**config.mk**
```make
export PLATFORM = sky130hd
export DESIGN_NAME = packet_filter_rule_match
export DESIGN_NICKNAME = d
export VERILOG_FILES = /design/src/pfrm_pkg.sv /design/src/packet_filter_rule_match.sv /design/src/pfrm_cfg.sv /design/src/pfrm_cmp.sv /design/src/pfrm_reduce.sv
export SDC_FILE = /design/constraint.sdc
export NUM_CORES = 1
export LEC_CHECK = 0
export BUFFER_PORTS_ARGS = -buffer_cell sky130_fd_sc_hd__buf_2
export CAP_MARGIN = 20
export CORE_AREA = 2 2 186 188
export DETAILED_ROUTE_END_ITERATION = 7
export DIE_AREA = 0 0 188 190
export GPL_ROUTABILITY_DRIVEN = 0
export GPL_TIMING_DRIVEN = 1
export PLACE_DENSITY_LB_ADDON = 0.05
export SLEW_MARGIN = 20
export SYNTH_ARGS = -nofsm -noshare
export SYNTH_HDL_FRONTEND = slang
export SYNTH_HIERARCHICAL = 1
export SYNTH_SLANG_ARGS = --single-unit
export TNS_END_PERCENT = 50
```
**constraint.sdc**
```tcl
create_clock -name aclk -period 8.1 [get_ports aclk]
set_input_delay 0.405 -clock aclk [delete_from_list [all_inputs] [get_ports aclk]]
set_output_delay 0.405 -clock aclk [all_outputs]
set_load 0.03 [all_outputs]
```
**src/pfrm_pkg.sv**
```systemverilog
// Shared types and constants of the packet filter rule match block.
package pfrm_pkg;

    // Range slots that fit in one 64-bit port range register.
    localparam int SlotsInReg = 2;
    localparam int PortRangesDef = 2;

    localparam logic [7:0] ProtoAny = 8'hff;

    localparam int CfgIdxW = 3;
    localparam int CfgDataW = 64;

    localparam logic [CfgIdxW-1:0] RegRulePresent = 3'd0;
    localparam logic [CfgIdxW-1:0] RegDirProto = 3'd1;
    localparam logic [CfgIdxW-1:0] RegSrcAddr = 3'd2;
    localparam logic [CfgIdxW-1:0] RegSrcMask = 3'd3;
    localparam logic [CfgIdxW-1:0] RegDstAddr = 3'd4;
    localparam logic [CfgIdxW-1:0] RegDstMask = 3'd5;
    localparam logic [CfgIdxW-1:0] RegSrcRanges = 3'd6;
    localparam logic [CfgIdxW-1:0] RegDstRanges = 3'd7;

    localparam logic [15:0] DirProtoRst = 16'h00ff;
    localparam logic [63:0] RangesRst = 64'h0000_ffff_0000_ffff;

    typedef struct packed {
        logic        present;
        logic [7:0]  dir;
        logic [7:0]  proto;
        logic [31:0] src_addr;
        logic [31:0] src_mask;
        logic [31:0] dst_addr;
        logic [31:0] dst_mask;
        logic [63:0] src_ranges;
        logic [63:0] dst_ranges;
        logic [SlotsInReg-1:0] src_used;
        logic [SlotsInReg-1:0] dst_used;
    } rule_t;

    // Packet fields as they enter the pipeline.
    typedef struct packed {
        logic [7:0]  direction;
        logic        header_present;
        logic [7:0]  protocol;
        logic [31:0] src_addr;
        logic [31:0] dst_addr;
        logic        ports_present;
        logic [15:0] src_port;
        logic [15:0] dst_port;
    } pkt_t;

    // Results of the first compare stage.
    typedef struct packed {
        logic        header_present;
        logic        ports_present;
        logic        dir_proto_ok;
        logic [31:0] src_diff;
        logic [31:0] dst_diff;
        logic [SlotsInReg-1:0] src_hit;
        logic [SlotsInReg-1:0] dst_hit;
    } cmp_t;

    // Results of the reduction stage.
    typedef struct packed {
        logic header_present;
        logic fields_ok;
    } red_t;

    function automatic logic [15:0] slot_start(input logic [63:0] ranges, input int k);
        slot_start = ranges[32*k+16 +: 16];
    endfunction

    function automatic logic [15:0] slot_end(input logic [63:0] ranges, input int k);
        slot_end = ranges[32*k +: 16];
    endfunction

endpackage

```
**src/packet_filter_rule_match.sv**
```systemverilog
// Top level of the packet filter rule match pipeline with its output register.
//
//   Channel   Direction  Handshake            Payload
//   s_*       in         s_tvalid / s_tready  s_tdata packet fields, s_tuser presence flags
//   m_*       out        m_tvalid / m_tready  m_tdata verdict
//   cfg_*     in         cfg_wr_en            cfg_index, cfg_wr_data
//
// An item passes from acceptance to m_tvalid through the compare stage, reduce
// stage and output register, and one item can enter every cycle while m_tready is high.
// Each stage holds its item while the stage after it is full and stalled, so
// bubbles are squeezed out and nothing is dropped or repeated.
// Reset empties the pipeline and loads the rule registers with their defaults.
module packet_filter_rule_match #(
    parameter int PORT_RANGES = pfrm_pkg::PortRangesDef
) (
    input  logic                          aclk,
    input  logic                          aresetn,
    input  logic                          cfg_wr_en,
    input  logic [pfrm_pkg::CfgIdxW-1:0]  cfg_index,
    input  logic [pfrm_pkg::CfgDataW-1:0] cfg_wr_data,
    input  logic                          s_tvalid,
    output logic                          s_tready,
    // pkt_direction[7:0], pkt_protocol[15:8], pkt_src_addr[47:16],
    // pkt_dst_addr[79:48], pkt_src_port[95:80], pkt_dst_port[111:96]
    input  logic [111:0]                  s_tdata,
    // header_present[0], ports_present[1]
    input  logic [1:0]                    s_tuser,
    output logic                          m_tvalid,
    input  logic                          m_tready,
    // matched[0], zeros above
    output logic [7:0]                    m_tdata
);

    pfrm_pkg::rule_t rule;
    pfrm_pkg::pkt_t  pkt;
    pfrm_pkg::cmp_t  cmp;
    pfrm_pkg::red_t  red;
    logic            cmp_valid;
    logic            cmp_ready;
    logic            red_valid;
    logic            red_ready;
    logic            out_valid_reg;
    logic            matched_reg;
    logic            matched_next;

    pfrm_cfg #(
        .PORT_RANGES (PORT_RANGES)
    ) u_cfg (
        .aclk        (aclk),
        .aresetn     (aresetn),
        .cfg_wr_en   (cfg_wr_en),
        .cfg_index   (cfg_index),
        .cfg_wr_data (cfg_wr_data),
        .rule        (rule)
    );

    always_comb begin
        pkt.direction      = s_tdata[7:0];
        pkt.header_present = s_tuser[0];
        pkt.protocol       = s_tdata[15:8];
        pkt.src_addr       = s_tdata[47:16];
        pkt.dst_addr       = s_tdata[79:48];
        pkt.ports_present  = s_tuser[1];
        pkt.src_port       = s_tdata[95:80];
        pkt.dst_port       = s_tdata[111:96];
    end

    pfrm_cmp u_cmp (
        .aclk      (aclk),
        .aresetn   (aresetn),
        .rule      (rule),
        .in_valid  (s_tvalid),
        .in_ready  (s_tready),
        .in_pkt    (pkt),
        .out_valid (cmp_valid),
        .out_ready (cmp_ready),
        .out_cmp   (cmp)
    );

    pfrm_reduce u_reduce (
        .aclk      (aclk),
        .aresetn   (aresetn),
        .rule      (rule),
        .in_valid  (cmp_valid),
        .in_ready  (cmp_ready),
        .in_cmp    (cmp),
        .out_valid (red_valid),
        .out_ready (red_ready),
        .out_red   (red)
    );

    assign red_ready = !out_valid_reg || m_tready;

    // Without a header nothing matches; without a rule every headed packet does.
    assign matched_next = red.header_present && (!rule.present || red.fields_ok);

    always_ff @(posedge aclk) begin
        if (!aresetn) begin
            out_valid_reg <= 1'b0;
        end else if (red_ready) begin
            out_valid_reg <= red_valid;
        end
    end

    always_ff @(posedge aclk) begin
        if (red_valid && red_ready) begin
            matched_reg <= matched_next;
        end
    end

    assign m_tvalid = out_valid_reg;
    assign m_tdata  = {7'd0, matched_reg};

endmodule

```
**src/pfrm_cfg.sv**
```systemverilog
// Rule register file with the per-slot used flags derived from the range registers.
module pfrm_cfg #(
    parameter int PORT_RANGES = pfrm_pkg::PortRangesDef
) (
    input  logic                         aclk,
    input  logic                         aresetn,
    input  logic                         cfg_wr_en,
    input  logic [pfrm_pkg::CfgIdxW-1:0] cfg_index,
    input  logic [pfrm_pkg::CfgDataW-1:0] cfg_wr_data,
    output pfrm_pkg::rule_t              rule
);

    localparam int NumSlots = (PORT_RANGES < pfrm_pkg::SlotsInReg) ?
                              PORT_RANGES : pfrm_pkg::SlotsInReg;

    logic        present_reg;
    logic [15:0] dir_proto_reg;
    logic [31:0] src_addr_reg;
    logic [31:0] src_mask_reg;
    logic [31:0] dst_addr_reg;
    logic [31:0] dst_mask_reg;
    logic [63:0] src_ranges_reg;
    logic [63:0] dst_ranges_reg;

    always_ff @(posedge aclk) begin
        if (!aresetn) begin
            present_reg    <= 1'b0;
            dir_proto_reg  <= pfrm_pkg::DirProtoRst;
            src_addr_reg   <= '0;
            src_mask_reg   <= '0;
            dst_addr_reg   <= '0;
            dst_mask_reg   <= '0;
            src_ranges_reg <= pfrm_pkg::RangesRst;
            dst_ranges_reg <= pfrm_pkg::RangesRst;
        end else if (cfg_wr_en) begin
            case (cfg_index)
                pfrm_pkg::RegRulePresent: present_reg    <= cfg_wr_data[0];
                pfrm_pkg::RegDirProto:    dir_proto_reg  <= cfg_wr_data[15:0];
                pfrm_pkg::RegSrcAddr:     src_addr_reg   <= cfg_wr_data[31:0];
                pfrm_pkg::RegSrcMask:     src_mask_reg   <= cfg_wr_data[31:0];
                pfrm_pkg::RegDstAddr:     dst_addr_reg   <= cfg_wr_data[31:0];
                pfrm_pkg::RegDstMask:     dst_mask_reg   <= cfg_wr_data[31:0];
                pfrm_pkg::RegSrcRanges:   src_ranges_reg <= cfg_wr_data;
                pfrm_pkg::RegDstRanges:   dst_ranges_reg <= cfg_wr_data;
                default: ;
            endcase
        end
    end

    always_comb begin
        rule.present    = present_reg;
        rule.dir        = dir_proto_reg[15:8];
        rule.proto      = dir_proto_reg[7:0];
        rule.src_addr   = src_addr_reg;
        rule.src_mask   = src_mask_reg;
        rule.dst_addr   = dst_addr_reg;
        rule.dst_mask   = dst_mask_reg;
        rule.src_ranges = src_ranges_reg;
        rule.dst_ranges = dst_ranges_reg;
        // A slot beyond the configured count, or with start above end, is unused.
        for (int k = 0; k < pfrm_pkg::SlotsInReg; k++) begin
            rule.src_used[k] = (k < NumSlots) &&
                (pfrm_pkg::slot_start(src_ranges_reg, k) <=
                 pfrm_pkg::slot_end(src_ranges_reg, k));
            rule.dst_used[k] = (k < NumSlots) &&
                (pfrm_pkg::slot_start(dst_ranges_reg, k) <=
                 pfrm_pkg::slot_end(dst_ranges_reg, k));
        end
    end

endmodule

```
**src/pfrm_cmp.sv**
```systemverilog
// First pipeline stage: field compares against the rule and port range compares.
module pfrm_cmp (
    input  logic            aclk,
    input  logic            aresetn,
    input  pfrm_pkg::rule_t rule,
    input  logic            in_valid,
    output logic            in_ready,
    input  pfrm_pkg::pkt_t  in_pkt,
    output logic            out_valid,
    input  logic            out_ready,
    output pfrm_pkg::cmp_t  out_cmp
);

    logic           valid_reg;
    pfrm_pkg::cmp_t cmp_reg;
    pfrm_pkg::cmp_t cmp_next;

    assign in_ready = !valid_reg || out_ready;

    always_comb begin
        cmp_next.header_present = in_pkt.header_present;
        cmp_next.ports_present  = in_pkt.ports_present;
        cmp_next.dir_proto_ok   = (rule.dir == in_pkt.direction) &&
                                  ((rule.proto == pfrm_pkg::ProtoAny) ||
                                   (rule.proto == in_pkt.protocol));
        cmp_next.src_diff = (in_pkt.src_addr ^ rule.src_addr) & rule.src_mask;
        cmp_next.dst_diff = (in_pkt.dst_addr ^ rule.dst_addr) & rule.dst_mask;
        for (int k = 0; k < pfrm_pkg::SlotsInReg; k++) begin
            cmp_next.src_hit[k] = rule.src_used[k] &&
                (pfrm_pkg::slot_start(rule.src_ranges, k) <= in_pkt.src_port) &&
                (in_pkt.src_port <= pfrm_pkg::slot_end(rule.src_ranges, k));
            cmp_next.dst_hit[k] = rule.dst_used[k] &&
                (pfrm_pkg::slot_start(rule.dst_ranges, k) <= in_pkt.dst_port) &&
                (in_pkt.dst_port <= pfrm_pkg::slot_end(rule.dst_ranges, k));
        end
    end

    always_ff @(posedge aclk) begin
        if (!aresetn) begin
            valid_reg <= 1'b0;
        end else if (in_ready) begin
            valid_reg <= in_valid;
        end
    end

    always_ff @(posedge aclk) begin
        if (in_valid && in_ready) begin
            cmp_reg <= cmp_next;
        end
    end

    assign out_valid = valid_reg;
    assign out_cmp   = cmp_reg;

endmodule

```
**src/pfrm_reduce.sv**
```systemverilog
// Second pipeline stage: reduces address differences and port hits to one verdict.
module pfrm_reduce (
    input  logic            aclk,
    input  logic            aresetn,
    input  pfrm_pkg::rule_t rule,
    input  logic            in_valid,
    output logic            in_ready,
    input  pfrm_pkg::cmp_t  in_cmp,
    output logic            out_valid,
    input  logic            out_ready,
    output pfrm_pkg::red_t  out_red
);

    logic           valid_reg;
    pfrm_pkg::red_t red_reg;
    pfrm_pkg::red_t red_next;
    logic           src_port_ok;
    logic           dst_port_ok;
    logic           ports_needed;
    logic           ports_ok;

    assign in_ready = !valid_reg || out_ready;

    always_comb begin
        // An empty range list accepts any port.
        src_port_ok  = !(|rule.src_used) || (|in_cmp.src_hit);
        dst_port_ok  = !(|rule.dst_used) || (|in_cmp.dst_hit);
        ports_needed = (|rule.src_used) || (|rule.dst_used);
        ports_ok     = !ports_needed ||
                       (in_cmp.ports_present && src_port_ok && dst_port_ok);
        red_next.header_present = in_cmp.header_present;
        red_next.fields_ok      = in_cmp.dir_proto_ok && !(|in_cmp.src_diff) &&
                                  !(|in_cmp.dst_diff) && ports_ok;
    end

    always_ff @(posedge aclk) begin
        if (!aresetn) begin
            valid_reg <= 1'b0;
        end else if (in_ready) begin
            valid_reg <= in_valid;
        end
    end

    always_ff @(posedge aclk) begin
        if (in_valid && in_ready) begin
            red_reg <= red_next;
        end
    end

    assign out_valid = valid_reg;
    assign out_red   = red_reg;

endmodule
```
## Word-level counts from Yosys, hierarchy flattened

Cells that the tools add are included.
Widths: inputs -> output; s select.

- Register bits after elaboration: 350
- Bits in latches: 0
- Memory bits (writable): 0
- ROM bits: 0
- Input bits: 186
- Output and inout bits: 10
- Word-level logic and storage cells: 98
- Memories: 0

- $add $sub $neg: 0
- $mul: 0
- Div/mod/pow operators: 0
- Order comparisons: 12
- Equality and inequality tests: 10
- Shift operators: 0
- Muxes and demuxes: 0
- Bitwise gates (word level): 4
- Reduce and logical (&&, ||, !) cells: 51

Operators by type and width:

| kind | count |
|---|---|
| $le 16x16->1 | 12 |
| $and 32x32->32 | 2 |
| $reduce_or 32->1 | 2 |
| $xor 32x32->32 | 2 |
| $logic_and 1x1->1 | 18 |
| $eq 8x8->1 | 2 |
| $reduce_and 2->1 | 8 |
| $eq 3x3->1 const B | 4 |
| $logic_not 1->1 | 9 |
| $logic_or 1x1->1 | 9 |
| $eq 8x8->1 const B | 1 |
| $reduce_or 2->1 | 4 |
| $eq 3x2->1 const B | 2 |
| $eq 3x1->1 const B | 1 |
| $logic_not 3->1 | 1 |

## Logic depth before layout (Yosys ltp)

- Depth in word-level cells: 8
- Mapped depth: 10

## Hierarchy

The synthesis kept the hierarchy.

Modules (own cells, without submodules):

| module | instances | cells each | area an instance (µm²) | sequential area each (µm²) |
|---|---|---|---|---|
| pfrm_cfg | 1 | 1365 | 11372.2 | 5465.2 |
| pfrm_cmp | 1 | 641 | 6463.7 | 2152.1 |
| pfrm_reduce | 1 | 34 | 306.5 | 80.1 |
| packet_filter_rule_match | 1 | 17 | 162.7 | 50.0 |

## Worst setup path after synthesis

No wires, ideal clock.

- Path kind: reg2reg
- From: register out_valid_reg (netlist: m_tvalid)
- To: register u_cmp.cmp_reg, in the netlist u_cmp/out_cmp[0] (enable)
- Library setup time: 0.437 ns
- Arrival: 2.709 ns
- Required time: 7.663 ns
- Setup slack: 4.955 ns
- Stages on the path, launching flop included: 5
- Period minus slack after synthesis: 3.145 ns
- Cells stage by stage: dfxtp_1 -> nand2b_4 -> nand2b_1 -> nand2b_1 -> and2_1

- Word-level cells in the longest chain between the ends: 5

RTL lines:

| element | line | text |
|---|---|---|
| from (decl) | packet_filter_rule_match.sv:42 | `logic out_valid_reg;` |
| from (signal assigned) | packet_filter_rule_match.sv:101 | `out_valid_reg <= red_valid;` |
| $logic_not 1->1 | packet_filter_rule_match.sv:92 | `assign red_ready = !out_valid_reg \|\| m_tready;` |
| $logic_or 1x1->1 | packet_filter_rule_match.sv:92 |  |
| net red_ready | packet_filter_rule_match.sv:41 | `logic red_ready;` |
| $logic_or 1x1->1 | pfrm_reduce.sv:22 | `assign in_ready = !valid_reg \|\| out_ready;` |
| net cmp_ready | packet_filter_rule_match.sv:39 | `logic cmp_ready;` |
| $logic_or 1x1->1 | pfrm_cmp.sv:18 | `assign in_ready = !valid_reg \|\| out_ready;` |
| net s_tready | packet_filter_rule_match.sv:22 | `output logic s_tready,` |
| $logic_and 1x1->1 | pfrm_cmp.sv:47 | `if (in_valid && in_ready) begin` |
| to (signal assigned) | pfrm_cmp.sv:48 | `cmp_reg <= cmp_next;` |
| to (decl) | pfrm_cmp.sv:15 | `pfrm_pkg::cmp_t cmp_reg;` |

The timed path passes the listed nets, and every way through them passes these cells.
A chain may end at the register's enable or synchronous reset.

==> metrics.yaml <==
setup_path:
  r2r-end: "u_cmp/out_cmp[3]"
  path_class: "reg -> reg"
  reg2reg_slack_ns: 4.95
  crit_fanout: 3
  worst_ep_required_time_ns: 8.47
  start_kind: "register"
  cp-end-kind: "register"
  worst-r2r-cell-count: 10
  critPathLaunch: "u_cfg/src_ranges_reg[46]"
  crit_arrival_ns: 3.52
  r2r_start: "u_cfg/src_ranges_reg[46]"
sta:
  hold_viol_final: 0
  fin_tns_setup_ns: 0
  tightest_slew_ns: 1.061
  rsz0062_at_grt: "false"
  fmax_ghz: 0.3174
  fin_crit_ns: 3.150
  timing.final.crit_share_pct: 38.89
  slew_headroom_pct: 29.27
  maxSlewViolCount: 0
  setup_viol: 0
  skew_ns: 0.01804
global_routing:
  antenna_found_initial: 0
  track_usage_pct: 29.03
  overflow: 0
  grt_pass1_vias: 14509
  grt_pass1_wl_mm: 80.33
  grt_max_degree: 100
synth:
  synth_top_area_cell: "dfxtp_1"
  ys_ff_latch: 350
  asyncSetResetFlopFracSynth_pct: 0
  synthDistinctLibCells: 45
  synth_edf_count: 74
  synth_ff_type: "dfxtp_1"
  synth.area.top_cells: "dfxtp_1 (30%), ha_1 (13%), edfxtp_1 (12%)"
  syn_area_per_cell_sq_um: 8.899
  syn-cell-area_sq_um: 18310
  ys_seq_area_share_pct: 42.32
  syn_inst: 2057
  yosys_warnings: 6
  yosysTopAreaCellShare_pct: 30.18
layout:
  drive_gt1_share_pct: 12.73
  largest_reg_flops: 71
  synthToLayoutAreaGrowth_pct: 14.25
  layout_common_cells: "nand2_1 (512), dfxtp_1 (276), ha_1 (192)"
  num-nets-final: 2586
  fillers: 2973
  final_util_pct: 61.61
  final_common_cell: "nand2_1"
clocking:
  ctsHoldBuffers: 0
  clockBufferDepth: 3
  cts_tree: "built"
  clkLatencyLatePin_ns: 0.54
  htreeDepth: 2
  cts_setup_buffers: 0
  ctsResizeCount: 0
  root_buffer: "clkbuf_16"
  clk_pin_slew_ns: 0.06
  cts.sinks: 350
  cts_buffers: 39
route:
  drt_iter0_drc: 885
  dr.pass1.iters: 5
  wl_per_cell_um: 19.42
  finalWirelength_mm: 52.35
  ant_nets: 0
  via_per_inst: 5.491
  vias: 14799
  drcViolationCount: 0
floorplan:
  die_y_um: 190
  initial_core_util_pct: 53.92
  core_sq_um: 33950
  rows: 68
  dieArea_sq_um: 35720
  die_w_um: 188
  num_io_pins: 196
pwr:
  power_leakage_nw: 9.884
  p_per_area_nw_per_um2: 195.3
  irDropWorstVdd_uv: 134.2
worst_hold_path:
  hold_depth: 1
  holdPathEnd: "u_cmp/out_cmp[70]"
  min_from: "s_tuser[0]"
  hp-class: "in -> reg"
placed_design:
  hpwl_mm: 37.58
  io_buffers: 188
outcome:
  outcome: "finished clean"
flow_run:
  cap_violations: 0
==> stage by stage <==
| stage | hold slack, ns | instances | setup slack [ns] | power [mW] | cell area (sq um) |
|---|---|---|---|---|---|
| floorplan | 0.4003 | 2063 | 4.955 | 2.088 | 18330 |
| global placement | 0.4367 | 2622 | 5.048 | 2.248 | 19550 |
| detailed placement | 0.4180 | 2622 | 5.007 | 2.256 | 19550 |
| CTS | 0.05002 | 2694 | 4.994 | 4.110 | 20910 |
| global route | 0.05374 | 2694 | 4.794 | 4.227 | 20910 |
| finish | 0.06267 | 2695 | 4.950 | 4.084 | 20910 |
==> cells by family (layout without fill, tap and decap cells) <==
family / after synthesis / count (layout) / synth area share, %
AOI/OAI and AO/OA: 401 / 401 / 15.82
xor gates and xnor gates: 80 / 80 / 3.828
adders and majority gates: 192 / 192 / 13.12
buffers and inverters: 263 / 439 / 5.742
DFF: 350 / 350 / 42.32
muxes: 1 / 1 / 0.05468
other: 1 / 8 / 0.02049
and+or+nand+nor: 769 / 769 / 19.08
==> how the worst max path moves through the flow <==
| stage | to | slack [ns] | depth (start not counted) |
|---|---|---|---|
| 2_1_floorplan | u_cmp/out_cmp[0] | 4.95 | 4 |
| 3_3_place_gp | u_cmp/out_cmp[3] | 5.05 | 10 |
| 3_5_place_dp | u_cmp/out_cmp[3] | 5.01 | 10 |
| 4_1_cts | u_cmp/out_cmp[3] | 4.99 | 10 |
| 5_1_grt | u_cmp/out_cmp[3] | 4.79 | 10 |
| 6_report | u_cmp/out_cmp[3] | 4.95 | 10 |
==> cell type report <==
| cell class | count | area, sq um | share of cell area (%) |
|---|---|---|---|
| inverter | 168 | 630.6 | 3.015 |
| tap | 455 | 569.3 | 2.722 |
| clock buffer | 59 | 1174 | 5.612 |
| antenna | 1 | 2.502 | 0.01197 |
| clock inverter | 13 | 185.2 | 0.8854 |
| sequential | 350 | 7747 | 37.04 |
| timing repair buffer | 199 | 1030 | 4.924 |
| multi-input combinational | 1450 | 9575 | 45.79 |
==> critical path: stages, from the launching register on <==
cell and delay [ns]:
dfxtp_1 0.34, inv_1 0.07, ha_1 0.33, a21oi_1 0.15
nand2_1 0.07, a221o_1 0.34, o31ai_1 0.53, inv_1 0.09
a211o_1 0.27, or4_1 0.54, a221oi_2 0.25
==> where the power goes <==
group	switching, mW	internal, mW	total [mW]
combinational	0.229	0.135	0.363
clock	0.729	1.13	1.86
sequential	0.0283	1.83	1.86
total	0.986	3.10	4.08
==> per-layer routing <==
layer	GRT usage, %	part of all wire [%]
met4	11.54	4.0
met5	0	0
met3	3.154	5.0
met1	36.77	43
met2	50.77	48
==> cells in the mapped netlist, types with 2 or more instances <==
| cell | number |
|---|---|
| buf_4 | 9 |
| a221o_1 | 8 |
| nand4_1 | 49 |
| or4_4 | 2 |
| dfxtp_1 | 276 |
| nor3_1 | 11 |
| nand2_1 | 512 |
| a211oi_1 | 4 |
| inv_1 | 168 |
| nand3_1 | 43 |
| a21boi_0 | 162 |
| and2_1 | 74 |
| ha_1 | 192 |
| a221oi_1 | 4 |
| and3_1 | 4 |
| nand2b_1 | 5 |
| and4_1 | 5 |
| nor2_1 | 19 |
| o21ai_0 | 12 |
| a21o_1 | 16 |
| buf_2 | 24 |
| a221oi_2 | 4 |
| xor2_1 | 72 |
| xnor2_1 | 8 |
| nor2b_1 | 16 |
| edfxtp_1 | 74 |
| buf_1 | 3 |
| a21oi_1 | 61 |
| or4_1 | 2 |
| a211o_1 | 8 |
| o31ai_1 | 4 |
| a21boi_1 | 49 |
| o211ai_1 | 68 |
| nor4_1 | 16 |
| clkbuf_1 | 59 |
| nor4_2 | 5 |
Note: power is estimated with default switching activity, not from simulation.
